--- config.mk ---
export PLATFORM = sky130hd
export DESIGN_NAME = bti_ctrl
export DESIGN_NICKNAME = d
export VERILOG_FILES = /design/src/hdl/bti_pkg.sv /design/src/hdl/bti_ctrl.sv
export SDC_FILE = /design/constraint.sdc
export NUM_CORES = 1
export LEC_CHECK = 0
export BUFFER_PORTS_ARGS = -buffer_cell sky130_fd_sc_hd__buf_2
export CORE_MARGIN = 2
export CORE_UTILIZATION = 56
export DETAILED_ROUTE_END_ITERATION = 6
export MAX_ROUTING_LAYER = met4
export PLACE_DENSITY = 0.82
export SLEW_MARGIN = 0
export SYNTH_ARGS = -nofsm -noshare
export SYNTH_HDL_FRONTEND = slang
export SYNTH_SLANG_ARGS = --single-unit
--- constraint.sdc ---
create_clock -name clk -period 3.4 [get_ports clk]
set_clock_uncertainty 0.05 [all_clocks]
set_input_delay 0.68 -clock clk [delete_from_list [all_inputs] [get_ports clk]]
set_output_delay 0.68 -clock clk [all_outputs]
set_load 0.02 [all_outputs]
--- src/hdl/bti_pkg.sv ---
`timescale 1ns / 1ps
// ----------------------------------------------------------------------------
// Bilinear table interpolator package
// Shared widths, codes and the command and status types that join the
// controller to the datapath.
// ----------------------------------------------------------------------------
package bti_pkg;

  // Table dimensions and value width.
  localparam int MAX_X_POINTS = 64;
  localparam int MAX_Y_POINTS = 64;
  localparam int VALUE_W      = 32;
  localparam int IDX_W        = 6;
  localparam int CNT_W        = 7;
  localparam int AXIS_DEPTH   = 64;
  localparam int GRID_AW      = 2 * IDX_W;
  localparam int GRID_DEPTH   = MAX_X_POINTS * MAX_Y_POINTS;

  // Arithmetic widths: coordinate differences, multiplier, accumulator.
  localparam int DIFF_W = VALUE_W + 1;
  localparam int MOP_W  = VALUE_W + 2;
  localparam int PROD_W = 2 * MOP_W;
  localparam int ACC_W  = 100;
  localparam int DEN_W  = 2 * DIFF_W;
  localparam int DIV_STEPS = 32;

  // Request codes carried on the input channel.
  typedef enum logic [1:0] {
    REQ_WR_X    = 2'd0,
    REQ_WR_Y    = 2'd1,
    REQ_WR_GRID = 2'd2,
    REQ_QUERY   = 2'd3
  } req_t;

  // Configuration register indexes.
  typedef enum logic [0:0] {
    CFG_X_USED = 1'b0,
    CFG_Y_USED = 1'b1
  } cfg_idx_t;

  // Controller states.
  typedef enum logic [3:0] {
    ST_IDLE,
    ST_SCAN,
    ST_PREP,
    ST_CHECK,
    ST_GRID,
    ST_MUL,
    ST_DEN,
    ST_DIVI,
    ST_DIV,
    ST_OUTW
  } state_t;

  // Datapath operations.
  typedef enum logic [3:0] {
    CMD_NONE,
    CMD_WRITE,
    CMD_START,
    CMD_SCAN_LAST,
    CMD_SCAN,
    CMD_PREP,
    CMD_GRID_RD,
    CMD_MUL_AB,
    CMD_MUL_LO,
    CMD_MUL_HI,
    CMD_ACC_HI,
    CMD_MUL_DEN,
    CMD_DIV_INIT,
    CMD_DIV_STEP,
    CMD_LOAD_OUT
  } op_t;

  typedef struct packed {
    op_t              op;
    logic [IDX_W-1:0] idx;
    logic [1:0]       sel;
    logic [4:0]       div_bit;
  } cmd_t;

  typedef struct packed {
    logic [CNT_W-1:0] scan_len;
    logic             degen;
  } status_t;

  // Command to one axis unit.
  typedef struct packed {
    logic             wr;
    logic             start;
    logic             rd_last;
    logic             rd;
    logic [IDX_W-1:0] addr;
  } axis_cmd_t;

  // Search result of one axis unit.
  typedef struct packed {
    logic                      ok;
    logic                      clamped;
    logic signed [VALUE_W-1:0] p;
    logic signed [VALUE_W-1:0] lo;
    logic signed [VALUE_W-1:0] hi;
    logic [IDX_W-1:0]          start;
  } axis_res_t;

endpackage

--- src/hdl/bti_ctrl.sv ---
`timescale 1ns / 1ps
// ----------------------------------------------------------------------------
// Bilinear table interpolator controller
// Sequences a query through scan, corner fetch, products, division and the
// result register, and owns the channel handshakes.
// ----------------------------------------------------------------------------
module bti_ctrl (
  input  logic             clk,
  input  logic             rst_n,
  input  logic             in_valid,
  input  logic [1:0]       in_req_type,
  output logic             in_stall,
  output logic             out_valid,
  input  logic             out_stall,
  input  bti_pkg::status_t status,
  output bti_pkg::cmd_t    cmd
);
  import bti_pkg::*;

  state_t           state_r, state_nxt;
  logic [CNT_W-1:0] cnt_r, cnt_nxt;
  logic             out_valid_r, out_valid_nxt;
  logic             out_free;

  assign out_free  = !out_valid_r || !out_stall;
  assign out_valid = out_valid_r;

  always_ff @(posedge clk) begin
    if (!rst_n) begin
      state_r     <= ST_IDLE;
      cnt_r       <= '0;
      out_valid_r <= 1'b0;
    end else begin
      state_r     <= state_nxt;
      cnt_r       <= cnt_nxt;
      out_valid_r <= out_valid_nxt;
    end
  end

  // Next state.
  always_comb begin
    state_nxt     = state_r;
    cnt_nxt       = cnt_r;
    out_valid_nxt = out_valid_r && out_stall;
    case (state_r)
      ST_IDLE: begin
        if (in_valid && in_req_type == REQ_QUERY) begin
          state_nxt = ST_SCAN;
          cnt_nxt   = '0;
        end
      end
      ST_SCAN: begin
        if (cnt_r == status.scan_len + CNT_W'(1)) begin
          state_nxt = ST_PREP;
        end else begin
          cnt_nxt = cnt_r + CNT_W'(1);
        end
      end
      ST_PREP:  state_nxt = ST_CHECK;
      ST_CHECK: begin
        cnt_nxt   = '0;
        state_nxt = status.degen ? ST_OUTW : ST_GRID;
      end
      ST_GRID: begin
        if (cnt_r == CNT_W'(4)) begin
          state_nxt = ST_MUL;
          cnt_nxt   = '0;
        end else begin
          cnt_nxt = cnt_r + CNT_W'(1);
        end
      end
      ST_MUL: begin
        if (cnt_r == CNT_W'(15)) begin
          state_nxt = ST_DEN;
        end else begin
          cnt_nxt = cnt_r + CNT_W'(1);
        end
      end
      ST_DEN:  state_nxt = ST_DIVI;
      ST_DIVI: begin
        state_nxt = ST_DIV;
        cnt_nxt   = CNT_W'(DIV_STEPS - 1);
      end
      ST_DIV: begin
        if (cnt_r == '0) begin
          state_nxt = ST_OUTW;
        end else begin
          cnt_nxt = cnt_r - CNT_W'(1);
        end
      end
      ST_OUTW: begin
        if (out_free) begin
          state_nxt     = ST_IDLE;
          out_valid_nxt = 1'b1;
        end
      end
      default: state_nxt = ST_IDLE;
    endcase
  end

  // Outputs: handshake and datapath command.
  always_comb begin
    in_stall    = (state_r != ST_IDLE);
    cmd.op      = CMD_NONE;
    cmd.idx     = '0;
    cmd.sel     = '0;
    cmd.div_bit = '0;
    case (state_r)
      ST_IDLE: begin
        if (in_valid) begin
          cmd.op = (in_req_type == REQ_QUERY) ? CMD_START : CMD_WRITE;
        end
      end
      ST_SCAN: begin
        if (cnt_r == '0) begin
          cmd.op = CMD_SCAN_LAST;
        end else if (cnt_r <= status.scan_len) begin
          cmd.op  = CMD_SCAN;
          cmd.idx = IDX_W'(cnt_r - CNT_W'(1));
        end
      end
      ST_PREP: cmd.op = CMD_PREP;
      ST_GRID: begin
        if (cnt_r < CNT_W'(4)) begin
          cmd.op  = CMD_GRID_RD;
          cmd.sel = cnt_r[1:0];
        end
      end
      ST_MUL: begin
        cmd.sel = cnt_r[3:2];
        case (cnt_r[1:0])
          2'd0:    cmd.op = CMD_MUL_AB;
          2'd1:    cmd.op = CMD_MUL_LO;
          2'd2:    cmd.op = CMD_MUL_HI;
          default: cmd.op = CMD_ACC_HI;
        endcase
      end
      ST_DEN:  cmd.op = CMD_MUL_DEN;
      ST_DIVI: cmd.op = CMD_DIV_INIT;
      ST_DIV: begin
        cmd.op      = CMD_DIV_STEP;
        cmd.div_bit = cnt_r[4:0];
      end
      ST_OUTW: begin
        if (out_free) begin
          cmd.op = CMD_LOAD_OUT;
        end
      end
      default: cmd.op = CMD_NONE;
    endcase
  end

`ifndef ASSERT_OFF
  // A waiting result is never overwritten.
  a_no_overwrite: assert property (@(posedge clk) disable iff (!rst_n)
    (cmd.op == CMD_LOAD_OUT) |-> (!out_valid_r || !out_stall))
    else $error("result register loaded while a result waits");

  // An accepted query starts the scan at its first step.
  a_query_starts: assert property (@(posedge clk) disable iff (!rst_n)
    (in_valid && !in_stall && in_req_type == REQ_QUERY) |=>
      (state_r == ST_SCAN && cnt_r == '0))
    else $error("query did not start a scan");

  // A new result appears only from the result wait state.
  a_result_source: assert property (@(posedge clk) disable iff (!rst_n)
    $rose(out_valid_r) |-> ($past(state_r) == ST_OUTW))
    else $error("result raised outside the result wait state");

  // The scan counter never runs past the scan length plus one.
  a_scan_bound: assert property (@(posedge clk) disable iff (!rst_n)
    (state_r == ST_SCAN) |-> (cnt_r <= status.scan_len + CNT_W'(1)))
    else $error("scan counter overran");
`endif

endmodule

== Word level (Yosys, flattened, before mapping) ==
Cells that the tools add are included.

* Reductions and logical operators: 12
* Multiplexer cells: 29
* Eq/ne operators: 24
* Add/subtract/negate cells: 3
* $lt $le $gt $ge: 2

{| class="wikitable"
|+ Operator list
! operator !! count
|-
| 7-bit one-hot mux with 7 select lines || 1
|-
| 4-bit one-hot mux with 10 select lines || 1
|-
| 4-bit one-hot mux with 9 select lines || 1
|-
| 7-bit two-way mux || 5
|-
| 4-bit two-way mux || 8
|-
| 2-bit != test, second input constant || 9
|-
| 4-bit by 3-bit == test with 1-bit output, second input constant || 4
|-
| 7-bit by 1-bit adder with 7-bit output, second input constant || 2
|-
| 6-bit two-way mux || 2
|-
| 4-bit one-hot mux with 3 select lines || 1
|-
| 9-bit two-way mux || 1
|-
| 4-bit by 2-bit == test with 1-bit output, second input constant || 2
|-
| 4-bit == test, second input constant || 2
|-
| 7-bit by 3-bit == test with 1-bit output, second input constant || 1
|-
| 7-bit by 4-bit == test with 1-bit output, second input constant || 1
|-
| 7-bit == test || 1
|-
| 7-bit <= comparator || 1
|-
| 7-bit zero test || 1
|-
| 7-bit by 3-bit less-than comparator with 1-bit output, second input constant || 1
|-
| 7-bit nonzero test || 1
|-
| 7-bit by 1-bit subtractor with 7-bit output, second input constant || 1
|-
| 2-bit two-way mux || 3
|-
| 3-bit two-way mux || 2
|-
| 6-bit AND reduction || 1
|-
| other kinds (13) || 17
|}

* Input bits: 14
* Word-level logic and storage cells: 73
* Register bits: 12
* Output and inout port bits: 19

== Logic depth before layout (Yosys ltp) ==
* Depth in word-level cells: 4
* Gate-level depth with buffers: 9
* Mapped depth without buffers: 8

== Worst setup path before layout ==
OpenSTA, ideal clock, no wires.

* Path kind: input port to output port
* Start: input status[5] in the netlist's numbering
* End: output cmd[10] in the netlist's numbering
* Stages on the path: 7
* Path buffers: 0
* Arrival: 2108 ps
* Required time: 2670 ps
* Slack: 562 ps
* Cell sequence: inv_1 > ha_1 > a21o_1 > a21o_1 > a211oi_1 > o211ai_1 > nor2_1

{| class="wikitable"
|+ RTL lines
! element !! line !! source
|-
| from (decl) || bti_ctrl.sv:15 || <nowiki>input bti_pkg::status_t status,</nowiki>
|-
| to (decl) || bti_ctrl.sv:16 || <nowiki>output bti_pkg::cmd_t cmd</nowiki>
|}

==> results.md <==
Clocking:
- The TritonCTS clock tree is yes.
- The worst-case clock buffer depth is 2.
- The clock net in this run drives a total of 12 sinks.
- CTS built an H-tree with a depth of 1.
- The total of hold buffers inserted after clock tree synthesis is 0.
- The clock edge transition at the registers on the reported setup and hold paths is roughly 0.09 ns.
- For the worst-skew pair, the clock arrives at the later sink with an insertion delay of just under 0.3 ns.
- The buffer type at the clock tree root is sky130_fd_sc_hd__clkbuf_4.
- The clock buffer count from CTS is 3.

Power:
- Power spread over the standard cell area amounts to approximately 350 nW/um^2.
- The total power of the final layout is between 700 and 800 uW.
- Summed over all cells, the static leakage comes to around 0.9 nW.
- The internal power of the cells totals between 300 and 400 uW.
- Net switching is between 40% and 50% of the power.
- Of the total power, the clock network draws around 17%.
- The maximum ir drop on the vdd rail is 0.207 mV.
- In this run the power spent charging and discharging nets is approximately 320 uW.
- The part of the total power dissipated in sequential elements is between 20% and 30%.
- The logic gate share of total power is a little under three fifths.

Synth:
- The count of flip-flops with a built-in enable after synthesis is 0.
- The warning count from the yosys run is 0.
- The post-synthesis area per instance is ~7.0 sq um.
- The post-synthesis async set-or-reset flop share is 0%.
- The register bit total from synthesis is 12.
- In the synthesized netlist the dominant register cell turns out to be sky130_fd_sc_hd__dfxtp_1.
- The number of distinct library cell variants in the gate-level netlist after synthesis is 62.
- The gate count after technology mapping is about 250.
- The post-synthesis sequential area ratio is ~14%.
- The netlist area before placement is about 1800 sq um.
- Synthesis produced a netlist with a net count of between 200 and 300.

Placement:
- The routability-driven placement congestion ratio is between 0.9 and 1.
- The worst setup timing slack at the placement stage is 0.154 ns.
- After detailed placement, the design holds a cell count of approximately 320.
- The placed instances occupy a cell area of ~2000 sq um.
- The port buffer count is 32.
- Summed over all nets, the half-perimeter wirelength after detailed placement is ~3.8 mm.

Timing:
- The total count of max-transition violations in the final report is 0.
- Setup repair after global routing left no endpoint under its margin.
- Timing would allow up to ~310 MHz.
- The worst slew margin relative to its limit is between 50% and 60%.
- The final critical-path share of the clock period is 95.5%.
- The count of endpoints failing hold in the final timing report is 0.
- For the final routed database, the setup TNS stands at 0 ns.
- Hold timing on the final database bottoms out at a slack of ~0.50 ns.
- Setup violations remaining at the end of the flow were counted as 0.
- The slack of the critical path is around 0.15 ns.
- The time the final worst path needs with I/O delays and setup is about 3.2 ns.
- At the pin with the least slew margin, the transition time is between 0.6 and 0.7 ns.

GRT:
- The number of antenna violations at the first check in global routing came to 0.
- Global routing used a little under a third of the available tracks across all layers.
- The first global-routing pass estimated 8.23 mm of wire.
- The total congestion overflow after global routing is 0.
- The via count of the first global-routing pass came to 1,757.
- Entering global routing, the biggest net connects 28 pins.

Worst hold path:
- The worst hold path was traced through 2 stages.
- For hold timing, the worst endpoint is out_valid$_SDFF_PN0_.
- The critical hold path startpoint is out_valid$_SDFF_PN0_.
- In this run the worst hold path is classified as reg2reg.

Setup path:
- The setup path with the least slack is of type in2out.
- The endpoint identified for the worst register-to-register timing path is cnt_r[0]$_SDFFE_PN0P_.
- The cell seen most often among critical-path stages is sky130_fd_sc_hd__buf_2.
- Traced cell by cell, the critical path runs through buf_2 -> inv_1 -> ha_1 -> nor2b_1 -> o21ai_0 -> a21oi_1 -> a211oi_1 -> o211ai_1 -> o2111ai_1 -> buf_2.
- Among all stages on the critical path, the largest delay is contributed by sky130_fd_sc_hd__o211ai_1.
- The element type at the critical path start is an input pin.
- The setup slack on the worst flop-to-flop path is between 0.8 and 0.9 ns.
- STA classifies the critical path endpoint as an output port.
- The data required time of the critical path is between 2 and 3 ns.
- Tracing the worst setup path back leads to its startpoint at status[2].
- The worst register-to-register path has a depth of 8.
- The startpoint identified for the worst register-to-register timing path is cnt_r[1]$_SDFFE_PN0P_.
- The critical path arrival is approximately 2.5 ns.
- On the worst path, the slowest cell contributes a delay of ~0.55 ns.
- The highest net fanout along the worst path is 7.

Final layout:
- The leading cell type in the layout, fill and taps excluded is sky130_fd_sc_hd__buf_2.
- From synthesis to final layout, the design area changed by 14.6%.
- The final layout contains around 310 nets.
- Once layout is complete, the cells apart from fillers number between 300 and 400.
- The number of filler cells placed in the layout is ~270.
- The finished cells cover about 2000 sq um.
- The final design utilization is roughly 67%.
- Summing all multi-input logic gate instances after layout gives around 1400 sq um.
- The sequential cells in the finished layout cover a total of ~240 sq um.
- The count of antenna diodes in the layout is 0.
- The fraction of layout cells with a size suffix above 1 is 19.1%.
- In the layout the commonest cells are 32 x sky130_fd_sc_hd__buf_2, 28 x sky130_fd_sc_hd__nor2_1, 18 x sky130_fd_sc_hd__nand2_1, 15 x sky130_fd_sc_hd__inv_1, 14 x sky130_fd_sc_hd__o21ai_0.

Route:
- The mean number of vias per cell is slightly above 6.
- For this run, design rule violations remaining after detail routing come to 0.
- Wires add up to between 4 and 5 mm.
- The detailed router finished its first iteration with ~150 violations.
- Summing over every cut layer, the via total after detailed routing is ~2,000.
- The residual antenna-violating net count after detailed routing is 0.
- The first detailed-routing pass ran for 5 iterations.
- The average wire per standard cell is approximately 15 microns.

Floorplan:
- The die is roughly 60 microns wide.
- The overall die height is 60.3 microns.
- The initial standard-cell utilization of the core is just under 60%.
- The die covers 3630 sq um.
- 33 I/O pins were placed.
- The core area is around 3000 sq um.
- After floorplanning, the core was divided into 20 placement rows.

Job:
- Max-cap violations in this run came to 0.

Status:
- The flow ran to the end, and the final reports show no timing, DRC or antenna violations.
==> how the worst max path moves through the flow <==
stage | slack [ns] | to | cells past startpoint
after floorplan | 0.56 | cmd[10] | 7
after global placement | 0.24 | cmd[15] | 10
after detailed placement | 0.15 | cmd[15] | 10
after CTS | 0.15 | cmd[15] | 10
after global routing | 0.005 | cmd[15] | 10
final | 0.15 | cmd[15] | 10
==> critical path, delay by kind of cell <==
kind	cells	cell delay (ns)
AO/OA/AOI/OAI	5	1.07
buffers and inverters	3	0.37
adder cells (fa/ha/maj)	1	0.28
AND/OR/NAND/NOR	1	0.12
==> what timing repair did <==
item,4_1_cts,5_1_grt
resized for setup,0,0
endpoints found under the setup margin,0,1
setup buffers,0,1
endpoints found under the hold margin,0,0
==> cell families after synthesis <==
family / after synthesis / synth area share [%]
AOI/OAI and AO/OA: 70 / 27.7
adders and majority gates: 12 / 8.46
and+or+nand+nor: 110 / 34.8
xor gates and xnor gates: 13 / 6.42
buffers and inverters: 35 / 7.83
DFF: 12 / 13.5
muxes: 2 / 1.20
==> power groups by stage <==
stage	sequential [mW]	clock, mW	combinational [mW]
5_1_grt	0.183	0.131	0.447
3_3_place_gp	0.184	0	0.389
6_report	0.181	0.121	0.407
3_5_place_dp	0.183	0	0.394
2_1_floorplan	0.163	0	0.305
4_1_cts	0.180	0.122	0.396
==> registers in the layout (all words and copies together), names as in the netlist <==
signal,flops
state_r,4
cnt_r,7
out_valid,1
==> cell usage after synthesis (2+ instances only) <==
master                      count  area share [%]
sky130_fd_sc_hd__a211oi_1       3             1.3
sky130_fd_sc_hd__nor2b_1        7             2.5
sky130_fd_sc_hd__or4_1          2            0.85
sky130_fd_sc_hd__o32ai_1        2            0.99
sky130_fd_sc_hd__buf_2          3            0.85
sky130_fd_sc_hd__a21boi_0       2            0.85
sky130_fd_sc_hd__o21ai_0       14             3.9
sky130_fd_sc_hd__xnor2_1        9             4.4
sky130_fd_sc_hd__inv_1         15             3.2
sky130_fd_sc_hd__a32oi_1        2            0.99
sky130_fd_sc_hd__nand2b_1       6             2.1
sky130_fd_sc_hd__nand2_1       18             3.8
sky130_fd_sc_hd__o211ai_1       5             2.1
sky130_fd_sc_hd__o31ai_1        3             1.3
sky130_fd_sc_hd__clkbuf_1      15             3.2
sky130_fd_sc_hd__nor4_1         3             1.1
sky130_fd_sc_hd__ha_1          12             8.5
sky130_fd_sc_hd__and3_1         4             1.4
sky130_fd_sc_hd__a21oi_1       10             2.8
sky130_fd_sc_hd__and2_1         3             1.1
sky130_fd_sc_hd__nor4b_1        2            0.99
sky130_fd_sc_hd__nor2_1        28             5.9
sky130_fd_sc_hd__nand3b_1       3             1.3
sky130_fd_sc_hd__dfxtp_1       12              14
sky130_fd_sc_hd__o2111ai_1      2            0.99
sky130_fd_sc_hd__a22oi_1        3             1.3
sky130_fd_sc_hd__nor3_1         7             2.0
sky130_fd_sc_hd__nand4_1        4             1.4
sky130_fd_sc_hd__xor2_1         4             2.0
sky130_fd_sc_hd__a31oi_1        5             1.8
sky130_fd_sc_hd__nor3b_1        3             1.3
sky130_fd_sc_hd__o22ai_1        3             1.1
sky130_fd_sc_hd__a21o_1         2            0.85
sky130_fd_sc_hd__nand3_1       10             2.8
==> layer usage <==
metal	vias up	part of all wire (%)	GRT usage (%)
met3	4	9.9	5.84
met1	921	43	42.7
met4	0	0.63	6.98
li1	997	-	-
met5	-	0	-
met2	105	47	45.8
==> final cells by class <==
class,count,area share [%]
multi-input cells,207,68.6
flip-flops and latches,12,11.8
clock buffers,4,1.78
well taps,44,2.71
repair buffers,44,12.3
inverters,15,2.77
Note: power is estimated with default switching activity, not from simulation.
